$ cat config.mk
export PLATFORM = sky130hd
export DESIGN_NAME = att_read_by_type_response_parser_core
export DESIGN_NICKNAME = d
export VERILOG_FILES = /design/src/hw/rtl/attrbt_pkg.sv /design/src/hw/rtl/attrbt_parse.sv /design/src/hw/rtl/att_read_by_type_response_parser_core.sv
export SDC_FILE = /design/constraint.sdc
export NUM_CORES = 1
export LEC_CHECK = 0
export ABC_AREA = 0
export BUFFER_PORTS_ARGS = -buffer_cell sky130_fd_sc_hd__buf_4
export CAP_MARGIN = 25
export CORE_MARGIN = 10
export CORE_UTILIZATION = 46
export CTS_CLUSTER_DIAMETER = 40
export CTS_CLUSTER_SIZE = 14
export DETAILED_ROUTE_END_ITERATION = 12
export GPL_TIMING_DRIVEN = 0
export PLACE_DENSITY_LB_ADDON = 0.05
export REMOVE_ABC_BUFFERS = 1
export SYNTH_ARGS = -nofsm -noshare
export SYNTH_HDL_FRONTEND = slang
export SYNTH_SLANG_ARGS = --single-unit
export TNS_END_PERCENT = 30
$ cat constraint.sdc
create_clock -name clock -period 7.48 [get_ports clock]
set_input_delay 1.122 -clock clock [delete_from_list [all_inputs] [get_ports clock]]
set_output_delay 1.122 -clock clock [all_outputs]
set_load 0.05 [all_outputs]
$ cat src/hw/rtl/attrbt_pkg.sv
// Shared types, constants and helper functions for the ATT read by type
// response parser. No dependencies.
`timescale 1ns / 1ps

package attrbt_pkg;

   // Largest PDU length accepted by the header check
   localparam int MAX_PDU_BYTES = 512;
   localparam logic [10:0] MAX_PDU_LEN = 11'(MAX_PDU_BYTES);

   localparam logic [9:0] MIN_PDU_LEN  = 10'd9;
   localparam logic [9:0] HEADER_BYTES = 10'd2;
   localparam logic [9:0] POS_OPCODE   = 10'd0;
   localparam logic [9:0] POS_SIZE     = 10'd1;
   localparam logic [9:0] POS_MAX      = 10'h3FF;

   localparam logic [7:0] OPCODE_RESET = 8'd9;

   localparam logic [4:0] ELEM_SIZE_NONE  = 5'd0;
   localparam logic [4:0] ELEM_SIZE_SHORT = 5'd7;
   localparam logic [4:0] ELEM_SIZE_LONG  = 5'd21;

   // Byte offsets inside one element
   localparam logic [4:0] OFF_START_LO   = 5'd0;
   localparam logic [4:0] OFF_START_HI   = 5'd1;
   localparam logic [4:0] OFF_PROPERTY   = 5'd2;
   localparam logic [4:0] OFF_VALUE_LO   = 5'd3;
   localparam logic [4:0] OFF_VALUE_HI   = 5'd4;
   localparam logic [4:0] UUID_OFF_SHORT = 5'd5;
   localparam logic [4:0] UUID_OFF_LONG  = 5'd17;

   localparam logic [6:0] COUNT_MAX = 7'd127;

   localparam logic [1:0] ERR_NONE      = 2'd0;
   localparam logic [1:0] ERR_OPCODE    = 2'd1;
   localparam logic [1:0] ERR_LENGTH    = 2'd2;
   localparam logic [1:0] ERR_ELEM_SIZE = 2'd3;

   localparam logic REC_ELEMENT = 1'b0;
   localparam logic REC_STATUS  = 1'b1;

   typedef struct packed {
      logic [7:0] data_byte;
      logic [9:0] pdu_length;
      logic       last_byte;
   } req_type;

   typedef struct packed {
      logic        record_kind;
      logic [15:0] attr_handle;
      logic [7:0]  property_bits;
      logic [15:0] value_handle;
      logic [15:0] short_uuid;
      logic [6:0]  element_count;
      logic [15:0] next_start;
      logic [1:0]  error_code;
      logic        run_end;
   } rsp_type;

   // Up to two records come out of one byte: an element, then a status
   typedef struct packed {
      logic    elem_valid;
      rsp_type elem;
      logic    stat_valid;
      rsp_type stat;
   } emit_type;

   // 8 == 1 mod 7: fold octal digits
   function automatic logic div_by_7(input logic [9:0] v);
      logic [4:0] s;
      logic [3:0] f;
      s = 5'(v[2:0]) + 5'(v[5:3]) + 5'(v[8:6]) + 5'(v[9]);
      f = 4'(s[4:3]) + 4'(s[2:0]);
      return (f == 4'd0) || (f == 4'd7);
   endfunction

   // 4 == 1 mod 3: fold base-4 digits
   function automatic logic div_by_3(input logic [9:0] v);
      logic [3:0] s;
      logic [2:0] f;
      s = 4'(v[1:0]) + 4'(v[3:2]) + 4'(v[5:4]) + 4'(v[7:6]) + 4'(v[9:8]);
      f = 3'(s[3:2]) + 3'(s[1:0]);
      return (f == 3'd0) || (f == 3'd3) || (f == 3'd6);
   endfunction

endpackage

$ cat src/hw/rtl/attrbt_parse.sv
// Per-byte PDU state and record generation for the read by type parser.
// Depends on attrbt_pkg.
`timescale 1ns / 1ps

module attrbt_parse (
   input  logic              clock,
   input  logic              reset,
   input  logic              advance,
   input  attrbt_pkg::req_type item,
   input  logic [7:0]        expected_opcode,
   output attrbt_pkg::emit_type emit
);

   logic [9:0]  pos_ff, pos_in;
   logic [4:0]  size_ff, size_in;
   logic [4:0]  off_ff, off_in;
   logic [6:0]  done_ff, done_in;
   logic [1:0]  err_ff, err_in;
   logic [15:0] start_ff, start_in;
   logic [7:0]  prop_ff, prop_in;
   logic [15:0] value_ff, value_in;
   logic [7:0]  uuid_lo_ff, uuid_lo_in;
   logic [15:0] next_handle_ff, next_handle_in;

   logic [7:0]  b;
   logic [9:0]  len;
   logic [9:0]  body_len;
   logic [4:0]  uuid_off;
   logic [4:0]  off_next;
   logic        len_fits;
   logic [1:0]  stat_err;

   always_comb begin
      b              = item.data_byte;
      len            = item.pdu_length;
      body_len       = len - attrbt_pkg::HEADER_BYTES;
      pos_in         = pos_ff;
      size_in        = size_ff;
      off_in         = off_ff;
      done_in        = done_ff;
      err_in         = err_ff;
      start_in       = start_ff;
      prop_in        = prop_ff;
      value_in       = value_ff;
      uuid_lo_in     = uuid_lo_ff;
      next_handle_in = next_handle_ff;
      uuid_off       = (size_ff == attrbt_pkg::ELEM_SIZE_SHORT) ?
                       attrbt_pkg::UUID_OFF_SHORT : attrbt_pkg::UUID_OFF_LONG;
      off_next       = off_ff + 5'd1;
      emit           = '0;
      stat_err       = attrbt_pkg::ERR_NONE;

      len_fits = (len >= attrbt_pkg::MIN_PDU_LEN) &&
                 ({1'b0, len} <= attrbt_pkg::MAX_PDU_LEN) &&
                 attrbt_pkg::div_by_7(body_len) &&
                 ((b[4:0] == attrbt_pkg::ELEM_SIZE_SHORT) ||
                  attrbt_pkg::div_by_3(body_len));

      if (pos_ff == attrbt_pkg::POS_OPCODE) begin
         err_in = (b != expected_opcode) ? attrbt_pkg::ERR_OPCODE : attrbt_pkg::ERR_NONE;
      end else if (pos_ff == attrbt_pkg::POS_SIZE) begin
         if (err_ff == attrbt_pkg::ERR_NONE) begin
            if ((b != 8'(attrbt_pkg::ELEM_SIZE_SHORT)) &&
                (b != 8'(attrbt_pkg::ELEM_SIZE_LONG))) begin
               err_in = attrbt_pkg::ERR_ELEM_SIZE;
            end else if (!len_fits) begin
               err_in = attrbt_pkg::ERR_LENGTH;
            end else begin
               size_in = b[4:0];
            end
         end
      end else if ((err_ff == attrbt_pkg::ERR_NONE) &&
                   (size_ff != attrbt_pkg::ELEM_SIZE_NONE) && (pos_ff < len)) begin
         if (off_ff == attrbt_pkg::OFF_START_LO) begin
            start_in = {8'h00, b};
         end else if (off_ff == attrbt_pkg::OFF_START_HI) begin
            start_in = {b, start_ff[7:0]};
         end else if (off_ff == attrbt_pkg::OFF_PROPERTY) begin
            prop_in = b;
         end else if (off_ff == attrbt_pkg::OFF_VALUE_LO) begin
            value_in = {8'h00, b};
         end else if (off_ff == attrbt_pkg::OFF_VALUE_HI) begin
            value_in = {b, value_ff[7:0]};
         end else if (off_ff == uuid_off) begin
            uuid_lo_in = b;
         end else if (off_ff == uuid_off + 5'd1) begin
            emit.elem_valid         = 1'b1;
            emit.elem.record_kind   = attrbt_pkg::REC_ELEMENT;
            emit.elem.attr_handle   = start_ff;
            emit.elem.property_bits = prop_ff;
            emit.elem.value_handle  = value_ff;
            emit.elem.short_uuid    = {b, uuid_lo_ff};
            emit.elem.run_end       = !item.last_byte;
            next_handle_in          = start_ff + 16'd1;
            if (done_ff != attrbt_pkg::COUNT_MAX) begin
               done_in = done_ff + 7'd1;
            end
         end
         off_in = (off_next >= size_ff) ? 5'd0 : off_next;
      end

      // Status uses this byte's updated state; a missing header or a byte
      // count that disagrees with the length turns a clean PDU into a length error
      stat_err = err_in;
      if ((err_in == attrbt_pkg::ERR_NONE) &&
          ((size_in == attrbt_pkg::ELEM_SIZE_NONE) ||
           ((11'(pos_ff) + 11'd1) != {1'b0, len}))) begin
         stat_err = attrbt_pkg::ERR_LENGTH;
      end

      if (item.last_byte) begin
         emit.stat_valid         = 1'b1;
         emit.stat.record_kind   = attrbt_pkg::REC_STATUS;
         emit.stat.element_count = done_in;
         emit.stat.next_start    = next_handle_in;
         emit.stat.error_code    = stat_err;
         emit.stat.run_end       = 1'b1;
         pos_in  = 10'd0;
         size_in = attrbt_pkg::ELEM_SIZE_NONE;
         off_in  = 5'd0;
         done_in = 7'd0;
         err_in  = attrbt_pkg::ERR_NONE;
      end else if (pos_ff != attrbt_pkg::POS_MAX) begin
         pos_in = pos_ff + 10'd1;
      end
   end

   always_ff @(posedge clock) begin
      if (reset) begin
         pos_ff         <= '0;
         size_ff        <= attrbt_pkg::ELEM_SIZE_NONE;
         off_ff         <= '0;
         done_ff        <= '0;
         err_ff         <= attrbt_pkg::ERR_NONE;
         start_ff       <= '0;
         prop_ff        <= '0;
         value_ff       <= '0;
         uuid_lo_ff     <= '0;
         next_handle_ff <= '0;
      end else if (advance) begin
         pos_ff         <= pos_in;
         size_ff        <= size_in;
         off_ff         <= off_in;
         done_ff        <= done_in;
         err_ff         <= err_in;
         start_ff       <= start_in;
         prop_ff        <= prop_in;
         value_ff       <= value_in;
         uuid_lo_ff     <= uuid_lo_in;
         next_handle_ff <= next_handle_in;
      end
   end

endmodule

$ cat src/hw/rtl/att_read_by_type_response_parser_core.sv
// Top level of the ATT read by type response parser: input register,
// opcode register, parser and result queue. Depends on attrbt_pkg, attrbt_parse.
//
//   channel | dir | handshake               | payload
//   req     | in  | req_valid / req_stall   | req_data (attrbt_pkg::req_type)
//   rsp     | out | rsp_valid / rsp_stall   | rsp_data (attrbt_pkg::rsp_type)
//   csr     | in  | csr_valid / csr_ready   | csr_data (expected opcode)
//
// One byte transaction per cycle while req_stall is low; a byte's results pass the input
// register and the result queue. A last byte that also completes an element gives two
// results, sent one at a time on rsp; the four-entry result queue absorbs that.
// Synchronous reset clears all parser state and sets the opcode to 9.
// req_stall rises only when the queue lacks room for two more results.
`timescale 1ns / 1ps

module att_read_by_type_response_parser_core (
   input  logic                clock,
   input  logic                reset,
   input  logic                req_valid,
   output logic                req_stall,
   input  attrbt_pkg::req_type req_data,
   output logic                rsp_valid,
   input  logic                rsp_stall,
   output attrbt_pkg::rsp_type rsp_data,
   input  logic                csr_valid,
   output logic                csr_ready,
   input  logic [7:0]          csr_data
);

   localparam int QDEPTH = 4;
   localparam int QPTR_W = $clog2(QDEPTH);
   localparam logic [QPTR_W:0] QCOUNT_MAX = (QPTR_W + 1)'(QDEPTH);
   localparam logic [QPTR_W:0] QROOM_TWO  = (QPTR_W + 1)'(QDEPTH - 2);

   logic [7:0]          opcode_ff;
   logic                in_valid_ff, in_valid_in;
   attrbt_pkg::req_type in_data_ff;
   attrbt_pkg::emit_type emit;

   attrbt_pkg::rsp_type q_mem [QDEPTH];
   logic [QPTR_W-1:0]   wr_ptr_ff, wr_ptr_in;
   logic [QPTR_W-1:0]   rd_ptr_ff, rd_ptr_in;
   logic [QPTR_W:0]     count_ff, count_in;
   logic [QPTR_W-1:0]   stat_ptr;
   logic [1:0]          push_n;

   logic load;
   logic advance;
   logic pop;
   logic push_elem;
   logic push_stat;

   assign csr_ready = 1'b1;

   assign advance   = in_valid_ff && (count_ff <= QROOM_TWO);
   assign req_stall = in_valid_ff && !advance;
   assign load      = req_valid && !req_stall;

   assign rsp_valid = (count_ff != '0);
   assign rsp_data  = q_mem[rd_ptr_ff];
   assign pop       = rsp_valid && !rsp_stall;

   assign push_elem = advance && emit.elem_valid;
   assign push_stat = advance && emit.stat_valid;
   assign push_n    = 2'(push_elem) + 2'(push_stat);
   assign stat_ptr  = wr_ptr_ff + QPTR_W'(push_elem);

   always_comb begin
      in_valid_in = in_valid_ff;
      if (load) begin
         in_valid_in = 1'b1;
      end else if (advance) begin
         in_valid_in = 1'b0;
      end
      wr_ptr_in = wr_ptr_ff + QPTR_W'(push_n);
      rd_ptr_in = rd_ptr_ff + QPTR_W'(pop);
      count_in  = count_ff + (QPTR_W + 1)'(push_n) - (QPTR_W + 1)'(pop);
   end

   attrbt_parse u_parse (
      .clock           (clock),
      .reset           (reset),
      .advance         (advance),
      .item            (in_data_ff),
      .expected_opcode (opcode_ff),
      .emit            (emit)
   );

   always_ff @(posedge clock) begin
      if (reset) begin
         opcode_ff   <= attrbt_pkg::OPCODE_RESET;
         in_valid_ff <= 1'b0;
         wr_ptr_ff   <= '0;
         rd_ptr_ff   <= '0;
         count_ff    <= '0;
      end else begin
         if (csr_valid && csr_ready) begin
            opcode_ff <= csr_data;
         end
         in_valid_ff <= in_valid_in;
         wr_ptr_ff   <= wr_ptr_in;
         rd_ptr_ff   <= rd_ptr_in;
         count_ff    <= count_in;
      end
   end

   always_ff @(posedge clock) begin
      if (load) begin
         in_data_ff <= req_data;
      end
   end

   always_ff @(posedge clock) begin
      if (push_elem) begin
         q_mem[wr_ptr_ff] <= emit.elem;
      end
      if (push_stat) begin
         q_mem[stat_ptr] <= emit.stat;
      end
   end

`ifndef SYNTH
   a_queue_bound : assert property (@(posedge clock) disable iff (reset)
      count_ff <= QCOUNT_MAX)
      else $error("result queue overflow");

   a_status_ends_run : assert property (@(posedge clock) disable iff (reset)
      (rsp_valid && (rsp_data.record_kind == attrbt_pkg::REC_STATUS)) |->
      rsp_data.run_end)
      else $error("status record without run_end");

   a_element_clean : assert property (@(posedge clock) disable iff (reset)
      (rsp_valid && (rsp_data.record_kind == attrbt_pkg::REC_ELEMENT)) |->
      ((rsp_data.error_code == attrbt_pkg::ERR_NONE) &&
       (rsp_data.element_count == 7'd0)))
      else $error("element record carries status fields");

   a_stall_needs_item : assert property (@(posedge clock) disable iff (reset)
      req_stall |-> (in_valid_ff && (count_ff > QROOM_TWO)))
      else $error("input stalled with room in result queue");
`endif

endmodule
==> results_dict.tcl <==
set metrics [dict create \
    status "finished, final reports clean" \
    layout_commonest_cell "dfxtp_1" \
    worst_setup_path_end_kind "flip-flop" \
    die_h_microns 236 \
    hold_class "reg2reg" \
    cpLargestDelayFamily "adder cells" \
    clock-sinks 460 \
    peakVddDrop_uv 287 \
    overflow 0 \
    grt_pass1_vias 17100 \
    synth.distinct_cells 72 \
    wl_microns 62500 \
    p_leak_nw 9.14 \
    hold_violations 0 \
    synth_edf_count 127 \
    cts_made_buffers 70 \
    postSynthCellCount 2186 \
    antenna_found_initial 0 \
    cts_max_level 3 \
    worstPathArrival_ns 6.63 \
    tightest_slew_ns 1.07 \
    grt_pass1_wl_microns 98700 \
    nFillCells 4070 \
    drt_iter0_markers 1257 \
    critPathLaunchType "flip-flop" \
    cap_violations 0 \
    nets 2330 \
    wl_per_cell_microns 21.5 \
    syn_area_sq_um 21400 \
    ys_warn_count 0 \
    coreArea_sq_um 46300 \
    clk_path_buf_depth 3 \
    via_count 17000 \
    critPathKind "reg2reg" \
    clock.fmax_mhz 158 \
    syn_avg_cell_area_sq_um 9.80 \
    die_w_microns 236 \
    clock-root-buffer "clkbuf_16" \
    insertedDiodeCount 0 \
    skew_ns 0.0175 \
    postLayoutCellArea_sq_um 25700 \
    grt_max_degree 80 \
    ys_seq_elements 460 \
    critical_path.slowest_cell "fa_1" \
    power_density_nw_per_um2 282 \
    area_delta_synth_final_pct 20.0 \
    viasPerCell 5.85 \
    gp_congestion 0.798 \
    cp_cell_sequence "inv_1 > ha_1 > xor2_1 > inv_1 > fa_1 > fa_1 > fa_1 > inv_1 > ha_1 > inv_1 > fa_1 > inv_1 > ha_1 > inv_1 > fa_1 > xor2_1 > o2111ai_1 > a2111o_1 > or4_4 > a41oi_2 > a21oi_1" \
    crit_top_cell "inv_1" \
    drc 0 \
    clock_latency_ns 0.59 \
    multi_input_area_sq_um 9970 \
    path_clk_slew_ns 0.05 \
    period_needed_ns 6.34 \
    max-slew-margin-rel_pct 28.9 \
    cp_data_required_time_ns 7.77 \
    post-dp-hpwl_microns 38500 \
    ys_dominant_reg_cell "dfxtp_1" \
    regArea_sq_um 10500 \
    portBuffers 116 \
    cp_num_buf_inv 6 \
    setup_viol 0 \
    placed_cell_area_sq_um 23200 \
    finalSetupTns_ns 0 \
    critPathMaxStageDelay_ns 0.54 \
    total_power_mw 7.25 \
    die_area_sq_um 55600 \
    seq_area_frac_synth_pct 48.9 \
    slew_viol_final 0 \
    drive_above_1_share_pct 18.3 \
    dpl.cell_count 2777 \
    final_cell_count_no_fill 2908 \
    synthArstFlopShare_pct 0 \
    ios 118 \
    rsz0062_at_grt "no" \
    mostFrequentLayoutCells "dfxtp_1, a21oi_1, nand3_1" \
    grt.total_usage_pct 22.1 \
    tritoncts "done" \
    dr.pass1.iters 5 \
    holdBufCountCts 0 \
    fp-row-count 79 \
    postRouteAntennaNets 0 \
    post_cts_resized 0 \
    start_util_pct 46.3 \
    post_cts_buffers 0 \
    post-route-period-util_pct 84.7 \
    critPathMaxFanout 6 \
]
[routing by layer]
layer | vias up | GRT usage [%] | share of wire (%)
li1 | 7943 | - | -
met1 | 8449 | 28.2 | 42
met2 | 526 | 37.5 | 50
met3 | 98 | 3.60 | 5.7
met4 | 0 | 7.07 | 2.2
met5 | - | 0 | 0
[kinds of logic (layout without fill, tap and decap cells)]
logic type | count (synthesis) | after routing | share of synthesized area (%)
other | 1 | 1 | 0.0175
AOI/OAI and AO/OA | 415 | 415 | 10.8
and+or+nand+nor | 783 | 783 | 17.0
buffers and inverters | 255 | 370 | 4.95
adders and majority gates | 55 | 55 | 3.60
DFF | 460 | 460 | 48.9
muxes | 157 | 157 | 12.2
xor gates and xnor gates | 60 | 60 | 2.52
[layout make-up]
type                       count  area share, %
clock buffer                  90           7.63
clock inverter                40           2.07
inverter                      64          0.934
multi-input combinational   1471           38.8
sequential                   460           40.8
tap                          607           2.95
timing repair buffer         176           6.85
[registers in the layout (all words and copies together), names as in the netlist]
register and count:
wr_ptr_ff 2, opcode_ff 8, u_parse.done_ff 7, count_ff 3, u_parse.err_ff 2, u_parse.next_handle_ff 16, u_parse.start_ff 16, u_parse.prop_ff 8
u_parse.pos_ff 10, in_valid_ff 1, q_mem 332, u_parse.off_ff 5, u_parse.size_ff 5, u_parse.uuid_lo_ff 8, in_data_ff 19, u_parse.value_ff 16
rd_ptr_ff 2
[worst reg2reg max path, cell delays in order (launching register included)]
cell and delay [ns]:
edfxtp_1 0.50, inv_1 0.23, ha_1 0.26, xor2_1 0.24, inv_1 0.09, fa_1 0.52, fa_1 0.44, fa_1 0.54
inv_1 0.04, ha_1 0.18, inv_1 0.07, fa_1 0.41, inv_1 0.07, ha_1 0.13, inv_1 0.04, fa_1 0.51
xor2_1 0.15, o2111ai_1 0.14, a2111o_1 0.52, or4_4 0.47, a41oi_2 0.36, a21oi_1 0.13
[power by group]
| group | internal (mW) | switching [mW] |
|---|---|---|
| clock network | 2.23 | 1.23 |
| registers | 2.60 | 0.106 |
| logic | 0.455 | 0.638 |
[synthesized netlist by cell type, types with 9 or more instances]
library cell	number	share of area, %
buf_2	62	1.4
o21ai_0	77	1.8
mux4_2	83	8.7
nor2b_1	12	0.35
nand2_1	214	3.7
nand2b_1	9	0.26
inv_1	64	1.1
nand4_1	15	0.44
xnor2_1	42	1.7
edfxtp_1	127	18
nand3_1	250	5.8
mux2i_1	73	3.4
xor2_1	17	0.69
a21o_1	12	0.42
ha_1	44	2.6
clkbuf_1	116	2.0
or4_1	10	0.35
dfxtp_1	333	31
nor4_1	14	0.41
fa_1	11	1.0
nand3b_1	11	0.39
a21oi_1	262	6.1
nor2_1	188	3.3
nor3_1	23	0.54
[path summary, 6_finish.rpt]
check | from | end | slack [ns] | cells past startpoint
setup / recovery | in_data_ff[2] | q_mem[0][2] | 1.14 | 21
hold / removal | q_mem[3][39] | q_mem[3][39] | 0.45 | 2
setup reg to reg | in_data_ff[2] | q_mem[0][2] | 1.14 | 21
hold reg to reg | q_mem[3][39] | q_mem[3][39] | 0.45 | 2
[per-stage QoR]
stage,setup slack [ns],hold slack (ns),util [%]
CTS,1.10,0.448,55.6
finish,1.14,0.447,55.6
detailed placement,1.13,0.441,50.2
global route,0.815,0.464,55.6
floorplan,0.0827,0.429,-
global placement,-5.91,0.435,48.1
Note: power is estimated with default switching activity, not from simulation.
